==> config.mk <==
export PLATFORM = sky130hd
export DESIGN_NAME = peer_priority_response_table_core_flat
export DESIGN_NICKNAME = d
export VERILOG_FILES = /design/src/rtl/pprt_pkg.sv /design/src/rtl/pprt_if.sv /design/src/rtl/pprt_cell.sv /design/src/rtl/peer_priority_response_table_core.sv /design/src/flat_wrapper.sv
export SDC_FILE = /design/constraint.sdc
export NUM_CORES = 2
export LEC_CHECK = 0
export BUFFER_PORTS_ARGS = -buffer_cell sky130_fd_sc_hd__buf_2
export CORE_MARGIN = 4
export CORE_UTILIZATION = 62
export CTS_CLUSTER_SIZE = 28
export DETAILED_ROUTE_END_ITERATION = 7
export PLACE_DENSITY = 0.87
export SLEW_MARGIN = 20
export SYNTH_ARGS = -nofsm -noshare
export SYNTH_HDL_FRONTEND = slang
export SYNTH_HIERARCHICAL = 1
export SYNTH_SLANG_ARGS = --single-unit
==> constraint.sdc <==
create_clock -name clk -period 18.6 [get_ports clk]
set_input_delay 4.65 -clock clk [delete_from_list [all_inputs] [get_ports clk]]
set_output_delay 4.65 -clock clk [all_outputs]
set_load 0.03 [all_outputs]
==> src/rtl/pprt_pkg.sv <==
// ----------------------------------------------------------------------------
// pprt_pkg: shared types and codes for the peer priority response table
// Holds the command codes, the field widths and the request token that
// travels along the chain of table cells.
// ----------------------------------------------------------------------------
package pprt_pkg;

  localparam int CMD_W   = 3;
  localparam int ID_W    = 32;
  localparam int COUNT_W = 5;

  // Command codes; the two unused codes behave as a query
  typedef enum logic [CMD_W-1:0] {
    CMD_INSERT = 3'd0,
    CMD_UPDATE = 3'd1,
    CMD_REMOVE = 3'd2,
    CMD_MARK   = 3'd3,
    CMD_SWEEP  = 3'd4,
    CMD_QUERY  = 3'd5
  } cmd_t;

  // Request token handed from cell to cell
  typedef struct packed {
    logic             valid;
    logic             done;
    logic [CMD_W-1:0] command;
    logic [ID_W-1:0]  node_id;
    logic             higher_flag;
  } tok_t;

endpackage

==> src/rtl/pprt_if.sv <==
// ----------------------------------------------------------------------------
// pprt_if: request and response channels of the peer priority table
// Valid/ready channels; a transfer happens when valid and ready are high
// at the same rising clock edge.
// ----------------------------------------------------------------------------
interface pprt_req_if;
  logic                       valid;
  logic                       ready;
  logic [pprt_pkg::CMD_W-1:0] command;
  logic [pprt_pkg::ID_W-1:0]  node_id;
  logic                       higher_flag;

  modport source (output valid, command, node_id, higher_flag, input ready);
  modport sink   (input valid, command, node_id, higher_flag, output ready);
endinterface

interface pprt_rsp_if;
  logic                         valid;
  logic                         ready;
  logic [pprt_pkg::COUNT_W-1:0] waiting_ahead;
  logic                         all_higher;
  logic [pprt_pkg::COUNT_W-1:0] entries_used;
  logic                         dropped;

  modport source (output valid, waiting_ahead, all_higher, entries_used, dropped,
                  input ready);
  modport sink   (input valid, waiting_ahead, all_higher, entries_used, dropped,
                  output ready);
endinterface

==> src/rtl/pprt_cell.sv <==
// ----------------------------------------------------------------------------
// pprt_cell: one slot of the peer priority table
// Holds one entry, applies the passing request to it, adds its own state
// to the running counts and hands the request to the next cell.
// ----------------------------------------------------------------------------
module pprt_cell #(
  parameter int CW = 5
) (
  input  logic             clk,
  input  logic             rst,
  input  logic             advance,
  input  pprt_pkg::tok_t   tok_in,
  input  logic [CW-1:0]    used_in,
  input  logic [CW-1:0]    wait_in,
  output pprt_pkg::tok_t   tok_out,
  output logic [CW-1:0]    used_out,
  output logic [CW-1:0]    wait_out
);

  logic                      ent_valid;
  logic                      ent_valid_next;
  logic [pprt_pkg::ID_W-1:0] ent_node;
  logic [pprt_pkg::ID_W-1:0] ent_node_next;
  logic                      ent_higher;
  logic                      ent_higher_next;
  logic                      ent_seen;
  logic                      ent_seen_next;
  logic                      done_next;
  logic                      match;
  pprt_pkg::tok_t            tok_next;

  // Apply the request to this slot
  always_comb begin
    ent_valid_next  = ent_valid;
    ent_node_next   = ent_node;
    ent_higher_next = ent_higher;
    ent_seen_next   = ent_seen;
    done_next       = tok_in.done;
    match           = ent_valid && (ent_node == tok_in.node_id);
    if (tok_in.valid) begin
      case (tok_in.command)
        pprt_pkg::CMD_INSERT: begin
          // claim the first free slot on the way
          if (!tok_in.done && !ent_valid) begin
            ent_valid_next  = 1'b1;
            ent_node_next   = tok_in.node_id;
            ent_higher_next = tok_in.higher_flag;
            ent_seen_next   = 1'b0;
            done_next       = 1'b1;
          end
        end
        pprt_pkg::CMD_UPDATE: begin
          // only the first matching slot takes the new flag
          if (!tok_in.done && match) begin
            ent_higher_next = tok_in.higher_flag;
            done_next       = 1'b1;
          end
        end
        pprt_pkg::CMD_REMOVE: begin
          if (match) begin
            ent_valid_next = 1'b0;
            ent_seen_next  = 1'b0;
          end
        end
        pprt_pkg::CMD_MARK: begin
          if (match) begin
            ent_seen_next = 1'b1;
          end
        end
        pprt_pkg::CMD_SWEEP: begin
          if (ent_valid && !ent_seen) begin
            ent_valid_next = 1'b0;
          end
          ent_seen_next = 1'b0;
        end
        default: begin
        end
      endcase
    end
    // pass the request on with its updated done mark
    tok_next      = tok_in;
    tok_next.done = done_next;
  end

  // Hold control state and the request register
  always_ff @(posedge clk) begin
    if (rst) begin
      ent_valid     <= 1'b0;
      ent_seen      <= 1'b0;
      tok_out.valid <= 1'b0;
    end else if (advance) begin
      ent_valid <= ent_valid_next;
      ent_seen  <= ent_seen_next;
      tok_out   <= tok_next;
    end
  end

  // Advance entry payload and the running counts
  always_ff @(posedge clk) begin
    if (advance) begin
      ent_node   <= ent_node_next;
      ent_higher <= ent_higher_next;
      used_out   <= used_in + CW'(ent_valid_next);
      wait_out   <= wait_in + CW'(ent_valid_next && !ent_higher_next);
    end
  end

endmodule

==> src/rtl/peer_priority_response_table_core.sv <==
// ----------------------------------------------------------------------------
// peer_priority_response_table_core: table of peer score responses
// A row of table cells that a request walks through, one cell a cycle while the row is not held.
// ----------------------------------------------------------------------------
// Usage:
//   req carries one request (command, node_id, higher_flag); rsp returns one
//   summary per request (waiting_ahead, all_higher, entries_used, dropped).
//   A request enters the first cell when accepted and moves one cell per
//   cycle while the row is not held; the summary is counted on the way and
//   registered on rsp when the request leaves the last cell. An update that
//   finds no matching identifier walks the row a second time as an insert.
//   One request is in the row at a time: req is ready again once the
//   summary is loaded, so a new request is taken only after the last one
//   has finished its walk along the row of cells.
//   Reset empties the table and clears all seen marks at once.
//   While rsp is stalled a finished summary holds in its register and a
//   new request is still taken; a second finished summary holds the row.
// ----------------------------------------------------------------------------
module peer_priority_response_table_core #(
  parameter int TABLE_DEPTH = 16
) (
  input logic       clk,
  input logic       rst,
  pprt_req_if.sink  req,
  pprt_rsp_if.source rsp
);

  localparam int CW    = $clog2(TABLE_DEPTH + 1);
  localparam int EXT_W = CW + pprt_pkg::COUNT_W;

  pprt_pkg::tok_t tok      [TABLE_DEPTH+1];
  logic [CW-1:0]  used_cnt [TABLE_DEPTH+1];
  logic [CW-1:0]  wait_cnt [TABLE_DEPTH+1];

  logic             busy;
  logic             out_valid;
  logic             advance;
  logic             recirc;
  logic             finish;
  logic             accept;
  logic [EXT_W-1:0] used_ext;
  logic [EXT_W-1:0] wait_ext;

  logic [pprt_pkg::COUNT_W-1:0] waiting_ahead;
  logic                         all_higher;
  logic [pprt_pkg::COUNT_W-1:0] entries_used;
  logic                         dropped;

  // Handshake and row control
  assign recirc  = tok[TABLE_DEPTH].valid && !tok[TABLE_DEPTH].done &&
                   (tok[TABLE_DEPTH].command == pprt_pkg::CMD_UPDATE);
  assign advance = !(tok[TABLE_DEPTH].valid && !recirc && out_valid && !rsp.ready);
  assign finish  = tok[TABLE_DEPTH].valid && !recirc && advance;
  assign req.ready = !busy;
  assign accept  = req.valid && !busy;

  // Feed the first cell: a missed update returns as an insert
  always_comb begin
    tok[0]      = '0;
    used_cnt[0] = '0;
    wait_cnt[0] = '0;
    if (recirc) begin
      tok[0]         = tok[TABLE_DEPTH];
      tok[0].command = pprt_pkg::CMD_INSERT;
    end else if (accept) begin
      tok[0].valid       = 1'b1;
      tok[0].done        = 1'b0;
      tok[0].command     = req.command;
      tok[0].node_id     = req.node_id;
      tok[0].higher_flag = req.higher_flag;
    end
  end

  // Row of table cells
  for (genvar i = 0; i < TABLE_DEPTH; i++) begin : g_cell
    pprt_cell #(.CW(CW)) u_cell (
      .clk      (clk),
      .rst      (rst),
      .advance  (advance),
      .tok_in   (tok[i]),
      .used_in  (used_cnt[i]),
      .wait_in  (wait_cnt[i]),
      .tok_out  (tok[i+1]),
      .used_out (used_cnt[i+1]),
      .wait_out (wait_cnt[i+1])
    );
  end

  assign used_ext = EXT_W'(used_cnt[TABLE_DEPTH]);
  assign wait_ext = EXT_W'(wait_cnt[TABLE_DEPTH]);

  // Track the request in flight and the response register
  always_ff @(posedge clk) begin
    if (rst) begin
      busy      <= 1'b0;
      out_valid <= 1'b0;
    end else begin
      if (accept) begin
        busy <= 1'b1;
      end else if (finish) begin
        busy <= 1'b0;
      end
      if (finish) begin
        out_valid <= 1'b1;
      end else if (rsp.ready) begin
        out_valid <= 1'b0;
      end
    end
  end

  // Load the summary
  always_ff @(posedge clk) begin
    if (finish) begin
      waiting_ahead <= wait_ext[pprt_pkg::COUNT_W-1:0];
      all_higher    <= (wait_cnt[TABLE_DEPTH] == '0);
      entries_used  <= used_ext[pprt_pkg::COUNT_W-1:0];
      dropped       <= !tok[TABLE_DEPTH].done &&
                       (tok[TABLE_DEPTH].command == pprt_pkg::CMD_INSERT);
    end
  end

  assign rsp.valid         = out_valid;
  assign rsp.waiting_ahead = waiting_ahead;
  assign rsp.all_higher    = all_higher;
  assign rsp.entries_used  = entries_used;
  assign rsp.dropped       = dropped;

endmodule

==> src/flat_wrapper.sv <==
// flat-port wrapper written by rule: the top's interface ports become plain ports
module peer_priority_response_table_core_flat 
#(
  parameter int TABLE_DEPTH = 16
)
  (clk, rst, req_valid, req_command, req_node_id, req_higher_flag, req_ready, rsp_valid, rsp_waiting_ahead, rsp_all_higher, rsp_entries_used, rsp_dropped, rsp_ready);
  pprt_req_if req_i ();
  pprt_rsp_if rsp_i ();
  input logic clk;
  input logic rst;
  input wire logic [$bits(req_i.valid)-1:0] req_valid;
  input wire logic [$bits(req_i.command)-1:0] req_command;
  input wire logic [$bits(req_i.node_id)-1:0] req_node_id;
  input wire logic [$bits(req_i.higher_flag)-1:0] req_higher_flag;
  output wire logic [$bits(req_i.ready)-1:0] req_ready;
  output wire logic [$bits(rsp_i.valid)-1:0] rsp_valid;
  output wire logic [$bits(rsp_i.waiting_ahead)-1:0] rsp_waiting_ahead;
  output wire logic [$bits(rsp_i.all_higher)-1:0] rsp_all_higher;
  output wire logic [$bits(rsp_i.entries_used)-1:0] rsp_entries_used;
  output wire logic [$bits(rsp_i.dropped)-1:0] rsp_dropped;
  input wire logic [$bits(rsp_i.ready)-1:0] rsp_ready;
  assign req_i.valid = req_valid;
  assign req_i.command = req_command;
  assign req_i.node_id = req_node_id;
  assign req_i.higher_flag = req_higher_flag;
  assign req_ready = req_i.ready;
  assign rsp_valid = rsp_i.valid;
  assign rsp_waiting_ahead = rsp_i.waiting_ahead;
  assign rsp_all_higher = rsp_i.all_higher;
  assign rsp_entries_used = rsp_i.entries_used;
  assign rsp_dropped = rsp_i.dropped;
  assign rsp_i.ready = rsp_ready;
  peer_priority_response_table_core #(.TABLE_DEPTH(TABLE_DEPTH)) u_core (.clk(clk), .rst(rst), .req(req_i), .rsp(rsp_i));
endmodule
### After elaboration in Yosys (flattened, before gate mapping)

Index checks and enable logic that the tools add are counted.

| storage, ports and cells | value |
|---|---|
| bits in registers | 1334 |
| input port bits | 40 |
| logic and storage cells | 847 |

| operators by class | value |
|---|---|
| add/sub/neg operators | 30 |
| equal/unequal tests | 129 |
| muxes and demuxes | 278 |
| bitwise gates (word level) | 2 |
| reductions and logical operators | 226 |

Operators with widths:

| operator | count |
|---|---|
| $eq A32 B32 Y1 | 16 |
| $mux W1 | 212 |
| $add A5 B1 Y5 | 28 |
| $eq A3 B2 Y1 const B | 32 |
| $ne A2 B2 Y1 const B | 48 |
| $reduce_and A6 Y1 | 16 |
| $logic_and A1 B1 Y1 | 88 |
| $mux W38 | 2 |
| $logic_not A1 Y1 | 69 |
| $pmux W1 S2 | 32 |
| $pmux W1 S4 | 16 |
| $reduce_and A4 Y1 | 16 |
| $reduce_bool A4 Y1 | 16 |
| $eq A3 B1 Y1 const B | 17 |
| $logic_not A3 Y1 | 17 |
| $eq A3 B3 Y1 const B | 16 |
| $pmux W1 S3 | 16 |
| $logic_not A5 Y1 | 1 |
| $add A1 B1 Y2 | 2 |
| $reduce_bool A2 Y1 | 2 |
| $not A1 Y1 | 2 |
| $reduce_and A2 Y1 | 1 |

### Logic depth before layout (Yosys ltp)

| depth | value |
|---|---|
| depth after elaboration | 12 |
| gate-level depth with buffers | 15 |
| depth with buffers taken out | 13 |

### By module

The synthesis kept the hierarchy.

By module, submodules not included:

| module | instances | cells each | area each (sq um) |
|---|---|---|---|
| pprt_cell (u_core.g_cell[2].u_cell ...) | 8 | 188 | 3238.1 |
| pprt_cell (u_core.g_cell[0].u_cell ...) | 8 | 182 | 3199.3 |
| peer_priority_response_table_core | 1 | 143 | 1187.4 |

### Worst setup path before layout

Ideal clock, no wire load.

| path | value |
|---|---|
| path kind | input-to-reg |
| from | input port rsp_ready |
| to | register u_core/g_cell[0].u_cell/ent_node[0] (netlist name) (enable) |
| library setup time | 0.502 ns |
| arrival time | 13.475 ns |
| slack | 4.623 ns |
| cell stages on the path | 5 |
| path buffers | 0 |
| cell sequence | nor2b_1 > nand2_1 > nand2_1 > or3_1 > nor4_1 |

| on the way | value |
|---|---|
| word-level cells in the longest chain between the ends | 4 |

RTL lines:

| element | line | text |
|---|---|---|
| start: declaration | flat_wrapper.sv:21 | `input wire logic [$bits(rsp_i.ready)-1:0] rsp_ready;` |
| $logic_not A1 Y1 | peer_priority_response_table_core.sv:52 | `assign advance = !(tok[TABLE_DEPTH].valid && !recirc && out_valid && !rsp.ready);` |
| $logic_and A1 B1 Y1 | peer_priority_response_table_core.sv:52 |  |
| $not A1 Y1 (no source line) | - |  |
| $reduce_and A4 Y1 (no source line) | - |  |
| end signal: assignment | pprt_cell.sv:101 | `ent_node <= ent_node_next;` |
| end: declaration | pprt_cell.sv:22 | `logic [pprt_pkg::ID_W-1:0] ent_node;` |

Every way passes these cells.
A chain may end at the register's enable or synchronous reset.

### Final worst setup path

| path | value |
|---|---|
| from | input port rsp_ready |
| to | register u_core/g_cell[0].u_cell/ent_node[12] (netlist name) (enable) |

The elaborated chain is that of the path after synthesis.

==> reports/metrics.cfg <==
[outcome]
status=finished, final reports clean

[clock_tree]
cts_buffer_depth=3
cts_resized=0
clk_pin_slew_ns=0.06
cts_sinks=1342
hold_buffers=0
cts-root-buf=clkbuf_16
cts_max_level=3
cts_tree=yes
postCtsSetupBuffers=0
clk_latency_ns=0.68
numCtsBuffers=118

[layout]
fin_nets=3415
final_cells=4549
fillers=4601
multi_input_area_um2=12620
regArea_um2=39800
drive_above_1_share=0.1098
area_delta_synth_final_pct=11.82
layout_commonest_cell=edfxtp_1
layout_common_cells=edfxtp_1, xor2_1, nor4_1
fin_util=0.7018
final_area_um2=58910

[place]
gp_congestion=0.8670
dpl.cell_count=4325
placed_cell_area_um2=54710
dp_hpwl_um=66590
port_buffers=53
post-place-ws_ns=10.24

[timing]
fin_crit_sh=0.4218
hold_violations=0
final.setup_skew_ns=0.02886
finalSetupTns_ns=0
hold_slack_ns=0.4184
fin_crit_ns=7.845
grt_setup_unrepaired=no
setup_viol=0
clock.fmax_mhz=127.5
relSlewSlack=0.3473
fin_ws_ns=10.75
finalMaxSlewViolations=0
tightest_slew_ns=0.9754

[route]
ant_nets=0
first_pass_iters=6
drc=0
dr_total_vias=27569
via_per_inst=6.060
wl_per_cell_um=23.40
initialDrtViolationCount=3040
drt_wl_total_um=106400

[hold_path]
worstHoldPathCells=0
min_from=u_core/g_cell[15].u_cell/used_out[4]
whs_endpoint=u_core/rsp.entries_used[4]
min_path_type=flip-flop to flip-flop

[worst_setup_path]
crit_type=primary input to flip-flop
r2r-end=u_core/g_cell[0].u_cell/ent_node[12]
required_ns=18.92
startpoint_type=primary input
end_kind=flip-flop
r2r_start=u_core/g_cell[15].u_cell/tok_out[36]
ff2ff_setup_slack_ns=13.90
reg2regPathDepth=9
path_max_fanout=107
arrival_ns=8.17

[power_and_ir_drop]
p_total_mw=6.511
peakVddDrop_uv=122.3
power.leakage_nw=21.15
p_per_area_nw_per_um2=110.5

[logic_synthesis]
synth_top_area_cell=edfxtp_1
synth_top_area_share=0.7364
async_flop_share=0
netlist_instances=3103
syn_area_um2=52690
ys_warn_count=6
synth-seq-area-share=0.7554
synth.area.top_cells=edfxtp_1, xor2_1, dfxtp_1
synth_seq_cells=1342
ys_types=50
synth_edf_count=1292
syn_avg_cell_area_um2=16.98
synth_top_flop_cell=edfxtp_1

[grt]
grt_overflow=0
antenna_found_initial=1
grt_pass1_wl_um=164200
grt_pass1_vias=28051
grt_use_total=0.2378
grt_max_degree=108

[floorplanning]
dieWidth_um=299.5
initial_core_util=0.6276
num_io_pins=54
core_um2=83950
dieArea_um2=89710
dieHeight_um=299.5
std_cell_rows=106

[flow_run]
max_cap_violations=0

Yosys cell counts (12+ instances only):
cell and number:
edfxtp_1 1292, xor2_1 544, nor4_1 137, nor2_1 99
nand2_1 98, nand3_1 89, inv_1 83, mux2i_1 65
ha_1 64, xnor2_1 64, dfxtp_1 50, a21oi_1 41
nand2b_1 41, o21ai_0 41, nand3b_1 40, nand4_1 40
nor3_1 40, nor2b_1 18, and2_1 16, mux2_2 16
nor3b_1 16, nor4_2 16, o22ai_1 16, o41ai_1 16
or2b_1 16, buf_2 12
registers in the layout, indices dropped and copies added, names as in the netlist:
signal	count
u_core/g_cell.u_cell/ent_higher	16
u_core/g_cell.u_cell/ent_node	512
u_core/rsp.valid	1
u_core/g_cell.u_cell/used_out	80
u_core/g_cell.u_cell/wait_out	80
u_core/g_cell.u_cell/ent_valid	16
u_core/rsp.waiting_ahead	5
u_core/rsp.dropped	1
u_core/rsp.entries_used	5
u_core/g_cell.u_cell/ent_seen	16
u_core/rsp.all_higher	1
u_core/busy	1
u_core/g_cell.u_cell/tok_out	608
critical path, stage by stage:
cell and delay [ns]:
buf_2 0.08, nor2b_1 0.07, nand2_4 0.47, buf_4 0.81, buf_12 0.41, nand2_1 0.23
or3_1 0.41, nor4_2 0.22, buf_4 0.47
area by class of cell:
type / count / share of cell area
Multi-Input combinational cell: 1676 / 0.2142
Clock inverter: 81 / 0.01784
Antenna cell: 1 / 0.00004248
Timing Repair Buffer: 90 / 0.009472
Sequential cell: 1342 / 0.6755
Clock buffer: 142 / 0.05356
Tap cell: 1134 / 0.02408
Inverter: 83 / 0.005288
where the power goes:
part / internal, mW / switching, mW / leakage (nW)
registers: 3.53 / 0.156 / 12.8
clock network: 1.53 / 1.08 / 2.05
logic: 0.0855 / 0.124 / 6.26
total: 5.15 / 1.36 / 21.2
metal layers:
layer	vias up	part of all wire	GRT usage	routed length, um
met5	-	0.000066	0	7
met4	2	0.041	0.09189	4312
met3	290	0.082	0.05019	8709
met2	1331	0.50	0.4026	53310
met1	13803	0.38	0.3050	40110
li1	12143	-	-	-
worst max path at each step:
stage / start / end / slack, ns
floorplan: rsp_ready / u_core/g_cell[0].u_cell/ent_node[0] / 4.62
global placement: rsp_ready / u_core/g_cell[0].u_cell/ent_node[31] / 10.33
detailed placement: rsp_ready / u_core/g_cell[0].u_cell/ent_node[0] / 10.24
CTS: rsp_ready / u_core/g_cell[0].u_cell/ent_node[12] / 10.86
global route: rsp_ready / u_core/g_cell[0].u_cell/ent_node[12] / 10.50
finish: rsp_ready / u_core/g_cell[0].u_cell/ent_node[12] / 10.75
kinds of logic after synthesis:
family	Yosys count	share of synthesized area
adder cells (fa/ha/maj)	64	0.01520
XOR/XNOR	608	0.1011
multiplexers	81	0.01577
flip-flops	1342	0.7554
AND/OR/NAND/NOR	711	0.07882
buffers and inverters	107	0.008692
other	1	0.00007118
AO/OA/AOI/OAI	189	0.02501
Power figures use the tool's default switching activity.
